===== src/i2cm_pkg.sv =====
`timescale 1ns / 1ps
`default_nettype none

package i2cm_pkg;

    // Command codes carried in the func field
    localparam logic [2:0] FUNC_TICK  = 3'd0;
    localparam logic [2:0] FUNC_START = 3'd1;
    localparam logic [2:0] FUNC_STOP  = 3'd2;
    localparam logic [2:0] FUNC_WRITE = 3'd3;
    localparam logic [2:0] FUNC_READ  = 3'd4;

    // Configuration register indexes
    localparam logic [1:0] CFG_HOLD       = 2'd0;
    localparam logic [1:0] CFG_BIT_PHASE  = 2'd1;
    localparam logic [1:0] CFG_SETTLE     = 2'd2;
    localparam logic [1:0] CFG_POLL_LIMIT = 2'd3;

    localparam int CFG_DATA_W = 10;

    // Reset values of the configuration registers
    localparam logic [7:0] HOLD_RST       = 8'd4;
    localparam logic [7:0] BIT_PHASE_RST  = 8'd2;
    localparam logic [7:0] SETTLE_RST     = 8'd1;
    localparam logic [9:0] POLL_LIMIT_RST = 10'd250;

    // Bits in one byte transfer
    localparam logic [3:0] BYTE_BITS = 4'd8;

    typedef enum logic [3:0] {
        PH_IDLE     = 4'd0,
        PH_ST_A     = 4'd1,
        PH_ST_B     = 4'd2,
        PH_SP_A     = 4'd3,
        PH_SP_B     = 4'd4,
        PH_WR_SETUP = 4'd5,
        PH_WR_HIGH  = 4'd6,
        PH_WR_TAIL  = 4'd7,
        PH_ACK_REL  = 4'd8,
        PH_ACK_SCL  = 4'd9,
        PH_ACK_POLL = 4'd10,
        PH_RD_LOW   = 4'd11,
        PH_RD_HIGH  = 4'd12,
        PH_RK_LOW   = 4'd13,
        PH_RK_HIGH  = 4'd14
    } phase_t;

    typedef struct packed {
        logic [7:0] hold;
        logic [7:0] bit_phase;
        logic [7:0] settle;
        logic [9:0] poll_limit;
    } cfg_t;

    typedef struct packed {
        logic [2:0] func;
        logic [7:0] tx_byte;
        logic       send_ack;
        logic       sda_in;
    } item_t;

    typedef struct packed {
        logic       scl_level;
        logic       sda_level;
        logic       sda_drive;
        logic       busy;
        logic [7:0] rx_byte;
        logic       rx_valid;
        logic       ack_failed;
        logic       done;
    } res_t;

    typedef struct packed {
        logic       over;
        logic [7:0] tick;
    } tick_step_t;

    // Advance the phase tick counter; a length of zero counts as one
    function automatic tick_step_t phase_over(input logic [7:0] tick, input logic [7:0] len);
        logic [8:0] n;
        logic [7:0] lim;
        tick_step_t r;
        n   = {1'b0, tick} + 9'd1;
        lim = (len == 8'd0) ? 8'd1 : len;
        if (n >= {1'b0, lim}) begin
            r.over = 1'b1;
            r.tick = 8'd0;
        end else begin
            r.over = 1'b0;
            r.tick = n[7:0];
        end
        return r;
    endfunction

endpackage

`default_nettype wire


===== src/i2cm_cfg.sv =====
`timescale 1ns / 1ps
`default_nettype none

module i2cm_cfg (
    input  wire logic                          aclk,
    input  wire logic                          aresetn,
    input  wire logic                          cfg_wr_en,
    input  wire logic [1:0]                    cfg_addr,
    input  wire logic [i2cm_pkg::CFG_DATA_W-1:0] cfg_wdata,
    output i2cm_pkg::cfg_t                     cfg
);

    i2cm_pkg::cfg_t cfg_reg;

    // Write one register per enabled beat
    always_ff @(posedge aclk) begin
        if (!aresetn) begin
            cfg_reg.hold       <= i2cm_pkg::HOLD_RST;
            cfg_reg.bit_phase  <= i2cm_pkg::BIT_PHASE_RST;
            cfg_reg.settle     <= i2cm_pkg::SETTLE_RST;
            cfg_reg.poll_limit <= i2cm_pkg::POLL_LIMIT_RST;
        end else if (cfg_wr_en) begin
            unique case (cfg_addr)
                i2cm_pkg::CFG_HOLD:       cfg_reg.hold       <= cfg_wdata[7:0];
                i2cm_pkg::CFG_BIT_PHASE:  cfg_reg.bit_phase  <= cfg_wdata[7:0];
                i2cm_pkg::CFG_SETTLE:     cfg_reg.settle     <= cfg_wdata[7:0];
                i2cm_pkg::CFG_POLL_LIMIT: cfg_reg.poll_limit <= cfg_wdata;
                default: ;
            endcase
        end
    end

    assign cfg = cfg_reg;

endmodule

`default_nettype wire


===== src/i2cm_fsm.sv =====
`timescale 1ns / 1ps
`default_nettype none

module i2cm_fsm (
    input  wire logic             aclk,
    input  wire logic             aresetn,
    input  wire logic             step,
    input  wire i2cm_pkg::item_t  item,
    input  wire i2cm_pkg::cfg_t   cfg,
    output i2cm_pkg::res_t        res
);

    i2cm_pkg::phase_t phase_reg, phase_next;
    logic [2:0] command_reg, command_next;
    logic [7:0] tick_reg, tick_next;
    logic [3:0] bit_count_reg, bit_count_next;
    logic [7:0] shift_reg, shift_next;
    logic [9:0] poll_count_reg, poll_count_next;
    logic       ack_choice_reg, ack_choice_next;
    logic       scl_reg, scl_next;
    logic       sda_reg, sda_next;
    logic       sda_oe_reg, sda_oe_next;
    logic [7:0] rx_hold_reg, rx_hold_next;
    logic       rx_valid, ack_failed, done;
    logic [3:0] bit_count_inc;

    i2cm_pkg::tick_step_t ts_hold, ts_bit, ts_settle;

    // Tick counter outcomes for each phase length
    always_comb begin
        ts_hold   = i2cm_pkg::phase_over(tick_reg, cfg.hold);
        ts_bit    = i2cm_pkg::phase_over(tick_reg, cfg.bit_phase);
        ts_settle = i2cm_pkg::phase_over(tick_reg, cfg.settle);
    end

    assign bit_count_inc = bit_count_reg + 4'd1;

    // Next state and bus levels for one item
    always_comb begin
        phase_next      = phase_reg;
        command_next    = command_reg;
        tick_next       = tick_reg;
        bit_count_next  = bit_count_reg;
        shift_next      = shift_reg;
        poll_count_next = poll_count_reg;
        ack_choice_next = ack_choice_reg;
        scl_next        = scl_reg;
        sda_next        = sda_reg;
        sda_oe_next     = sda_oe_reg;
        rx_hold_next    = rx_hold_reg;
        rx_valid        = 1'b0;
        ack_failed      = 1'b0;
        done            = 1'b0;

        unique case (phase_reg)
            i2cm_pkg::PH_IDLE: begin
                tick_next = 8'd0;
                priority case (item.func)
                    i2cm_pkg::FUNC_START: begin
                        sda_oe_next  = 1'b1;
                        sda_next     = 1'b1;
                        scl_next     = 1'b1;
                        command_next = i2cm_pkg::FUNC_START;
                        phase_next   = i2cm_pkg::PH_ST_A;
                    end
                    i2cm_pkg::FUNC_STOP: begin
                        command_next = i2cm_pkg::FUNC_STOP;
                        scl_next     = 1'b0;
                        sda_next     = 1'b0;
                        sda_oe_next  = 1'b1;
                        phase_next   = i2cm_pkg::PH_SP_A;
                    end
                    i2cm_pkg::FUNC_WRITE: begin
                        bit_count_next = 4'd0;
                        command_next   = i2cm_pkg::FUNC_WRITE;
                        sda_next       = item.tx_byte[7];
                        shift_next     = {item.tx_byte[6:0], 1'b0};
                        scl_next       = 1'b0;
                        sda_oe_next    = 1'b1;
                        phase_next     = i2cm_pkg::PH_WR_SETUP;
                    end
                    i2cm_pkg::FUNC_READ: begin
                        sda_oe_next     = 1'b0;
                        sda_next        = 1'b1;
                        scl_next        = 1'b0;
                        bit_count_next  = 4'd0;
                        shift_next      = 8'd0;
                        ack_choice_next = item.send_ack;
                        command_next    = i2cm_pkg::FUNC_READ;
                        phase_next      = i2cm_pkg::PH_RD_LOW;
                    end
                    default: ;
                endcase
            end
            i2cm_pkg::PH_ST_A: begin
                tick_next = ts_hold.tick;
                if (ts_hold.over) begin
                    sda_next   = 1'b0;
                    phase_next = i2cm_pkg::PH_ST_B;
                end
            end
            i2cm_pkg::PH_ST_B: begin
                tick_next = ts_hold.tick;
                if (ts_hold.over) begin
                    scl_next   = 1'b0;
                    phase_next = i2cm_pkg::PH_IDLE;
                    done       = 1'b1;
                end
            end
            i2cm_pkg::PH_SP_A: begin
                tick_next = ts_hold.tick;
                if (ts_hold.over) begin
                    scl_next   = 1'b1;
                    sda_next   = 1'b1;
                    phase_next = i2cm_pkg::PH_SP_B;
                end
            end
            i2cm_pkg::PH_SP_B: begin
                tick_next = ts_hold.tick;
                if (ts_hold.over) begin
                    phase_next = i2cm_pkg::PH_IDLE;
                    done       = 1'b1;
                    ack_failed = (command_reg == i2cm_pkg::FUNC_WRITE);
                end
            end
            i2cm_pkg::PH_WR_SETUP: begin
                tick_next = ts_bit.tick;
                if (ts_bit.over) begin
                    scl_next   = 1'b1;
                    phase_next = i2cm_pkg::PH_WR_HIGH;
                end
            end
            i2cm_pkg::PH_WR_HIGH: begin
                tick_next = ts_bit.tick;
                if (ts_bit.over) begin
                    scl_next   = 1'b0;
                    phase_next = i2cm_pkg::PH_WR_TAIL;
                end
            end
            i2cm_pkg::PH_WR_TAIL: begin
                tick_next = ts_bit.tick;
                if (ts_bit.over) begin
                    bit_count_next = bit_count_inc;
                    if (bit_count_inc < i2cm_pkg::BYTE_BITS) begin
                        sda_next    = shift_reg[7];
                        shift_next  = {shift_reg[6:0], 1'b0};
                        scl_next    = 1'b0;
                        sda_oe_next = 1'b1;
                        phase_next  = i2cm_pkg::PH_WR_SETUP;
                    end else begin
                        sda_oe_next = 1'b0;
                        sda_next    = 1'b1;
                        phase_next  = i2cm_pkg::PH_ACK_REL;
                    end
                end
            end
            i2cm_pkg::PH_ACK_REL: begin
                tick_next = ts_settle.tick;
                if (ts_settle.over) begin
                    scl_next        = 1'b1;
                    poll_count_next = 10'd0;
                    phase_next      = i2cm_pkg::PH_ACK_SCL;
                end
            end
            i2cm_pkg::PH_ACK_SCL: begin
                tick_next = ts_settle.tick;
                if (ts_settle.over) begin
                    phase_next = i2cm_pkg::PH_ACK_POLL;
                end
            end
            i2cm_pkg::PH_ACK_POLL: begin
                // Poll once per tick; give up with a stop past the limit
                if (!item.sda_in) begin
                    scl_next   = 1'b0;
                    phase_next = i2cm_pkg::PH_IDLE;
                    done       = 1'b1;
                end else if (poll_count_reg >= cfg.poll_limit) begin
                    scl_next    = 1'b0;
                    sda_next    = 1'b0;
                    sda_oe_next = 1'b1;
                    tick_next   = 8'd0;
                    phase_next  = i2cm_pkg::PH_SP_A;
                end else begin
                    poll_count_next = poll_count_reg + 10'd1;
                end
            end
            i2cm_pkg::PH_RD_LOW: begin
                tick_next = ts_bit.tick;
                if (ts_bit.over) begin
                    scl_next   = 1'b1;
                    phase_next = i2cm_pkg::PH_RD_HIGH;
                end
            end
            i2cm_pkg::PH_RD_HIGH: begin
                tick_next = ts_settle.tick;
                if (ts_settle.over) begin
                    shift_next     = {shift_reg[6:0], item.sda_in};
                    bit_count_next = bit_count_inc;
                    scl_next       = 1'b0;
                    if (bit_count_inc < i2cm_pkg::BYTE_BITS) begin
                        phase_next = i2cm_pkg::PH_RD_LOW;
                    end else begin
                        sda_oe_next = 1'b1;
                        sda_next    = ~ack_choice_reg;
                        phase_next  = i2cm_pkg::PH_RK_LOW;
                    end
                end
            end
            i2cm_pkg::PH_RK_LOW: begin
                tick_next = ts_bit.tick;
                if (ts_bit.over) begin
                    scl_next   = 1'b1;
                    phase_next = i2cm_pkg::PH_RK_HIGH;
                end
            end
            i2cm_pkg::PH_RK_HIGH: begin
                tick_next = ts_bit.tick;
                if (ts_bit.over) begin
                    scl_next     = 1'b0;
                    rx_hold_next = shift_reg;
                    rx_valid     = 1'b1;
                    phase_next   = i2cm_pkg::PH_IDLE;
                    done         = 1'b1;
                end
            end
            default: begin
                phase_next = i2cm_pkg::PH_IDLE;
            end
        endcase
    end

    // Hold state between beats; advance on each item
    always_ff @(posedge aclk) begin
        if (!aresetn) begin
            phase_reg      <= i2cm_pkg::PH_IDLE;
            command_reg    <= 3'd0;
            tick_reg       <= 8'd0;
            bit_count_reg  <= 4'd0;
            shift_reg      <= 8'd0;
            poll_count_reg <= 10'd0;
            ack_choice_reg <= 1'b0;
            scl_reg        <= 1'b1;
            sda_reg        <= 1'b1;
            sda_oe_reg     <= 1'b1;
            rx_hold_reg    <= 8'd0;
        end else if (step) begin
            phase_reg      <= phase_next;
            command_reg    <= command_next;
            tick_reg       <= tick_next;
            bit_count_reg  <= bit_count_next;
            shift_reg      <= shift_next;
            poll_count_reg <= poll_count_next;
            ack_choice_reg <= ack_choice_next;
            scl_reg        <= scl_next;
            sda_reg        <= sda_next;
            sda_oe_reg     <= sda_oe_next;
            rx_hold_reg    <= rx_hold_next;
        end
    end

    // Result of this item
    always_comb begin
        res.scl_level  = scl_next;
        res.sda_level  = sda_oe_next ? sda_next : 1'b1;
        res.sda_drive  = sda_oe_next;
        res.busy       = (phase_next != i2cm_pkg::PH_IDLE);
        res.rx_byte    = rx_hold_next;
        res.rx_valid   = rx_valid;
        res.ack_failed = ack_failed;
        res.done       = done;
    end

    a_rx_ends_cmd: assert property (@(posedge aclk) disable iff (!aresetn)
        step && res.rx_valid |-> res.done && !res.busy && command_reg == i2cm_pkg::FUNC_READ)
        else $error("rx_valid without finishing a read");

    a_fail_is_write: assert property (@(posedge aclk) disable iff (!aresetn)
        step && res.ack_failed |-> res.done && command_reg == i2cm_pkg::FUNC_WRITE)
        else $error("ack failure outside a write");

    a_tick_keeps_idle: assert property (@(posedge aclk) disable iff (!aresetn)
        step && phase_reg == i2cm_pkg::PH_IDLE && item.func == i2cm_pkg::FUNC_TICK
        |=> phase_reg == i2cm_pkg::PH_IDLE)
        else $error("tick left the idle phase");

    a_stall_holds: assert property (@(posedge aclk) disable iff (!aresetn)
        !step |=> $stable(phase_reg) && $stable(tick_reg) && $stable(scl_reg))
        else $error("state moved without an item");

endmodule

`default_nettype wire


===== src/i2c_bit_level_master_top.sv =====
// Flow: an accepted item sits in the input register; when the result register
// is empty or being read, the sequencer steps on the item and the result
// register loads, and the result is then valid on the m_ ports.
// Throughput: one item per cycle unless m_ready stalls; the state update for an
// item is a single pass of the phase sequencer between input and result registers.
// Reset: synchronous, active low; SCL and SDA driven high, phase idle, both
// pipeline registers empty, registers return to their default timing values.
`timescale 1ns / 1ps
`default_nettype none

module i2c_bit_level_master_top (
    input  wire logic                            aclk,
    input  wire logic                            aresetn,
    input  wire logic                            cfg_wr_en,
    input  wire logic [1:0]                      cfg_addr,
    input  wire logic [i2cm_pkg::CFG_DATA_W-1:0] cfg_wdata,
    input  wire logic                            s_valid,
    output      logic                            s_ready,
    input  wire logic [2:0]                      s_func,
    input  wire logic [7:0]                      s_tx_byte,
    input  wire logic                            s_send_ack,
    input  wire logic                            s_sda_in,
    output      logic                            m_valid,
    input  wire logic                            m_ready,
    output      logic                            m_scl_level,
    output      logic                            m_sda_level,
    output      logic                            m_sda_drive,
    output      logic                            m_busy_res,
    output      logic [7:0]                      m_rx_byte,
    output      logic                            m_rx_valid,
    output      logic                            m_ack_failed,
    output      logic                            m_done_res
);

    i2cm_pkg::cfg_t  cfg;
    i2cm_pkg::item_t in_item_reg;
    i2cm_pkg::res_t  res, out_res_reg;
    logic            in_valid_reg;
    logic            out_valid_reg;
    logic            advance;

    i2cm_cfg u_cfg (
        .aclk      (aclk),
        .aresetn   (aresetn),
        .cfg_wr_en (cfg_wr_en),
        .cfg_addr  (cfg_addr),
        .cfg_wdata (cfg_wdata),
        .cfg       (cfg)
    );

    // Move an item from the input register to the result register
    assign advance = in_valid_reg && (!out_valid_reg || m_ready);
    assign s_ready = !in_valid_reg || advance;

    i2cm_fsm u_fsm (
        .aclk    (aclk),
        .aresetn (aresetn),
        .step    (advance),
        .item    (in_item_reg),
        .cfg     (cfg),
        .res     (res)
    );

    // Input register
    always_ff @(posedge aclk) begin
        if (!aresetn) begin
            in_valid_reg <= 1'b0;
        end else if (s_ready) begin
            in_valid_reg <= s_valid;
        end
    end

    always_ff @(posedge aclk) begin
        if (s_valid && s_ready) begin
            in_item_reg.func     <= s_func;
            in_item_reg.tx_byte  <= s_tx_byte;
            in_item_reg.send_ack <= s_send_ack;
            in_item_reg.sda_in   <= s_sda_in;
        end
    end

    // Result register
    always_ff @(posedge aclk) begin
        if (!aresetn) begin
            out_valid_reg <= 1'b0;
        end else if (advance) begin
            out_valid_reg <= 1'b1;
        end else if (m_ready) begin
            out_valid_reg <= 1'b0;
        end
    end

    always_ff @(posedge aclk) begin
        if (advance) begin
            out_res_reg <= res;
        end
    end

    assign m_valid      = out_valid_reg;
    assign m_scl_level  = out_res_reg.scl_level;
    assign m_sda_level  = out_res_reg.sda_level;
    assign m_sda_drive  = out_res_reg.sda_drive;
    assign m_busy_res   = out_res_reg.busy;
    assign m_rx_byte    = out_res_reg.rx_byte;
    assign m_rx_valid   = out_res_reg.rx_valid;
    assign m_ack_failed = out_res_reg.ack_failed;
    assign m_done_res   = out_res_reg.done;

    a_released_high: assert property (@(posedge aclk) disable iff (!aresetn)
        m_valid && !m_sda_drive |-> m_sda_level)
        else $error("released SDA reported low");

    a_done_not_busy: assert property (@(posedge aclk) disable iff (!aresetn)
        m_valid && m_done_res |-> !m_busy_res)
        else $error("done while still busy");

    a_advance_fills: assert property (@(posedge aclk) disable iff (!aresetn)
        advance |=> m_valid)
        else $error("result beat lost");

endmodule

`default_nettype wire


===== config.mk =====
export PLATFORM = sky130hd
export DESIGN_NAME = i2c_bit_level_master_top
export DESIGN_NICKNAME = d
export VERILOG_FILES = /design/src/i2cm_pkg.sv /design/src/i2cm_cfg.sv /design/src/i2cm_fsm.sv /design/src/i2c_bit_level_master_top.sv
export SDC_FILE = /design/constraint.sdc
export NUM_CORES = 1
export LEC_CHECK = 0
export ABC_AREA = 0
export BUFFER_PORTS_ARGS = -buffer_cell sky130_fd_sc_hd__buf_2
export CAP_MARGIN = 10
export CORE_MARGIN = 2
export CORE_UTILIZATION = 30
export CTS_CLUSTER_SIZE = 12
export DETAILED_ROUTE_END_ITERATION = 12
export GPL_ROUTABILITY_DRIVEN = 0
export PLACE_DENSITY = 0.44
export SYNTH_ARGS = -nofsm -noshare
export SYNTH_HDL_FRONTEND = slang
export SYNTH_SLANG_ARGS = --single-unit

===== constraint.sdc =====
create_clock -name aclk -period 3.8 [get_ports aclk]
set_input_delay 0.19 -clock aclk [delete_from_list [all_inputs] [get_ports aclk]]
set_output_delay 0.19 -clock aclk [all_outputs]
set_load 0.1 [all_outputs]

==> impl_metrics.tcl <==
set metrics [dict create \
    status "complete, no violations" \
    path_max_fanout 11 \
    fp.coreArea_mm2 0.0209 \
    setup_viol 0 \
    synth_area_leader_cell "dfxtp_1" \
    cts_setup_buffers 0 \
    synth_edf_count 28 \
    finalWirelength_um 17300 \
    postRouteAntennaNets 0 \
    path_class "register to register" \
    p_int_uw 2400 \
    gr-total-overflow 0 \
    p_leak_uw 0.00306 \
    relSlewSlack 0.418 \
    clk_latency_ns 0.43 \
    grt_pass1_wl_um 27800 \
    final-seq-area_mm2 0.00254 \
    cts-root-buf "clkbuf_16" \
    die_w_um 149 \
    setup.worst_path.end_class "register" \
    startpoint_type "register" \
    synth-adder-area-share 0.0729 \
    drv_cap 0 \
    async_reset_ff_frac 0 \
    finalSetupTns_ns 0 \
    drt-pass1-iter-count 5 \
    utilization 0.365 \
    finalHoldViolCount 0 \
    yosys.area.top_type_share 0.268 \
    ys.flop_type "dfxtp_1" \
    hold_path.class "primary input to register" \
    vias_per_cell 5.16 \
    place_inst 1036 \
    largest_reg_flops 34 \
    required_ns 3.95 \
    yosysUniqueCellTypes 69 \
    worst_hold_slack_ns 0.0618 \
    ys_warn_count 0 \
    syn_to_final_growth_pct 20.2 \
    synth_fp_nets 813 \
    pwr-share-comb 0.137 \
    clk_path_buf_depth 2 \
    pwr-share-seq 0.390 \
    stdcell_count 1084 \
    muxShareOfSynthArea 0.0335 \
    timing.final.crit_share 0.939 \
    fmax_ghz 0.280 \
    multi_input_area_mm2 0.00345 \
    ys_top_cells_by_area "dfxtp_1, edfxtp_1, ha_1, a21oi_1, nor2_1" \
    cts_made_buffers 17 \
    critPathArrivalTime_ns 3.72 \
    layout-drive-gt1-share 0.147 \
    finalNetCount 863 \
    ys_ff_latch 113 \
    ys_seq_area_frac 0.400 \
    power.share.switching 0.297 \
    grt_max_degree 50 \
    synth_common_cells "dfxtp_1, nor2_1, nand2_1" \
    clkPwrFrac 0.473 \
    portBuffers 46 \
    ir_drop_mv 0.322 \
    antenna_found_initial 0 \
    boundaryPins 47 \
    rsz0062_at_grt "false" \
    wire_per_inst_um 15.9 \
    drt_iter0_drc 461 \
    syn_area_mm2 0.00635 \
    synth.avg_cell_area_um2 8.51 \
    synth_most_common_cell "dfxtp_1" \
    clk_pin_slew_ns 0.06 \
    synthXorXnorAreaFrac 0.0235 \
    via_count 5595 \
    tightest_slew_ns 0.861 \
    power_density_mw_per_mm2 449 \
    clock_sinks 113 \
    die_h_um 149 \
    die-area_mm2 0.0223 \
    first_global_vias 5300 \
    hpwl_um 12300 \
    skew_ns 0.0135 \
    drc 0 \
    grt_usage 0.160 \
    finalPower_uw 3420 \
    synth_cells 746 \
    synth_compound_area_frac 0.199 \
    htree_levels 4 \
    finalMaxSlewViolations 0 \
    cts_tree "yes" \
    fin_crit_ns 3.57 \
    std_cell_rows 53 \
    initial_core_util 0.304 \
    antenna_cells 0 \
    switchingPower_uw 1020 \
    synthSimpleGateAreaFrac 0.208 \
    fillers 2141 \
    synth_top_family_by_area "simple AND/OR/NAND/NOR gates" \
]
## placed cells by master (no fill, tap or decap), drive strengths merged, types with 18 or more instances in the layout
cell,netlist,layout
ha,37,37
o21ai,30,30
a21oi,64,64
edfxtp,28,28
dfxtp,85,85
a211oi,18,18
inv,56,61
nand3,30,30
clkbuf,29,18
buf,14,58
nor2,78,78
nand2,76,76
mux2i,19,19
## area by class of cell
cell class | instances | area share
clock inverters | 14 | 0.0194
clock buffers | 18 | 0.0590
inverters | 56 | 0.0276
repair buffers | 74 | 0.0630
flip-flops and latches | 113 | 0.333
well taps | 275 | 0.0451
multi-input cells | 534 | 0.453
## critical path, stage by stage (launching register included)
cell      delay (ns)
dfxtp_1         0.36
ha_1            0.26
and4_4          0.26
nand2_1         0.09
xnor2_2         0.26
ha_1            0.29
a21oi_1         0.15
o21ai_0         0.10
a221oi_1        0.34
buf_4           0.26
or3_1           0.17
nand3_1         0.11
nor4b_1         0.49
nand4_1         0.15
## cells by family (layout without fill, tap and decap cells)
logic type | Yosys count | count (layout)
xor+xnor | 17 | 17
mux | 21 | 21
flops | 113 | 113
simple gates | 271 | 271
fa+ha+maj | 37 | 37
compound gates | 188 | 188
buf+inv | 99 | 162
## power by group through the flow
stage / Combinational [uW] / Sequential (uW) / Clock, uW
after global routing: 511 / 1340 / 1710
after CTS: 463 / 1340 / 1660
after detailed placement: 448 / 1360 / 0
after global placement: 445 / 1360 / 0
after floorplan: 276 / 1410 / 0
final: 467 / 1340 / 1620
## stage by stage
step                cell area, um^2  worst slack (ns)
floorplan                      6350             0.509
global placement               6840             0.204
detailed placement             6840             0.121
CTS                            7590             0.108
global route                   7630            0.0278
finish                         7630             0.232
## path summary, 6_finish.rpt
check / cells after the start / start / endpoint / slack (ns)
worst min-delay path: 3 / cfg_wdata[7] / u_cfg.cfg[17] / 0.06
worst max-delay path: 13 / u_fsm.tick_reg[1] / m_busy_res / 0.23
worst min register to register: 2 / u_cfg.cfg[12] / u_cfg.cfg[12] / 0.46
worst max register to register: 13 / u_fsm.tick_reg[1] / m_busy_res / 0.23
## per-layer routing
layer / wire length, um / track usage
met2: 7840 / 0.247
met3: 758 / 0.0329
met1: 8170 / 0.217
met4: 502 / 0.0690
met5: 0 / 0
## repair_timing
item | 4_1_cts | 5_1_grt
hold endpoints to repair | 16 | 0
hold buffers | 16 | 0
endpoints found under the setup margin | 0 | 19
resized for setup | 0 | 6
Note: power is estimated with default switching activity, not from simulation.
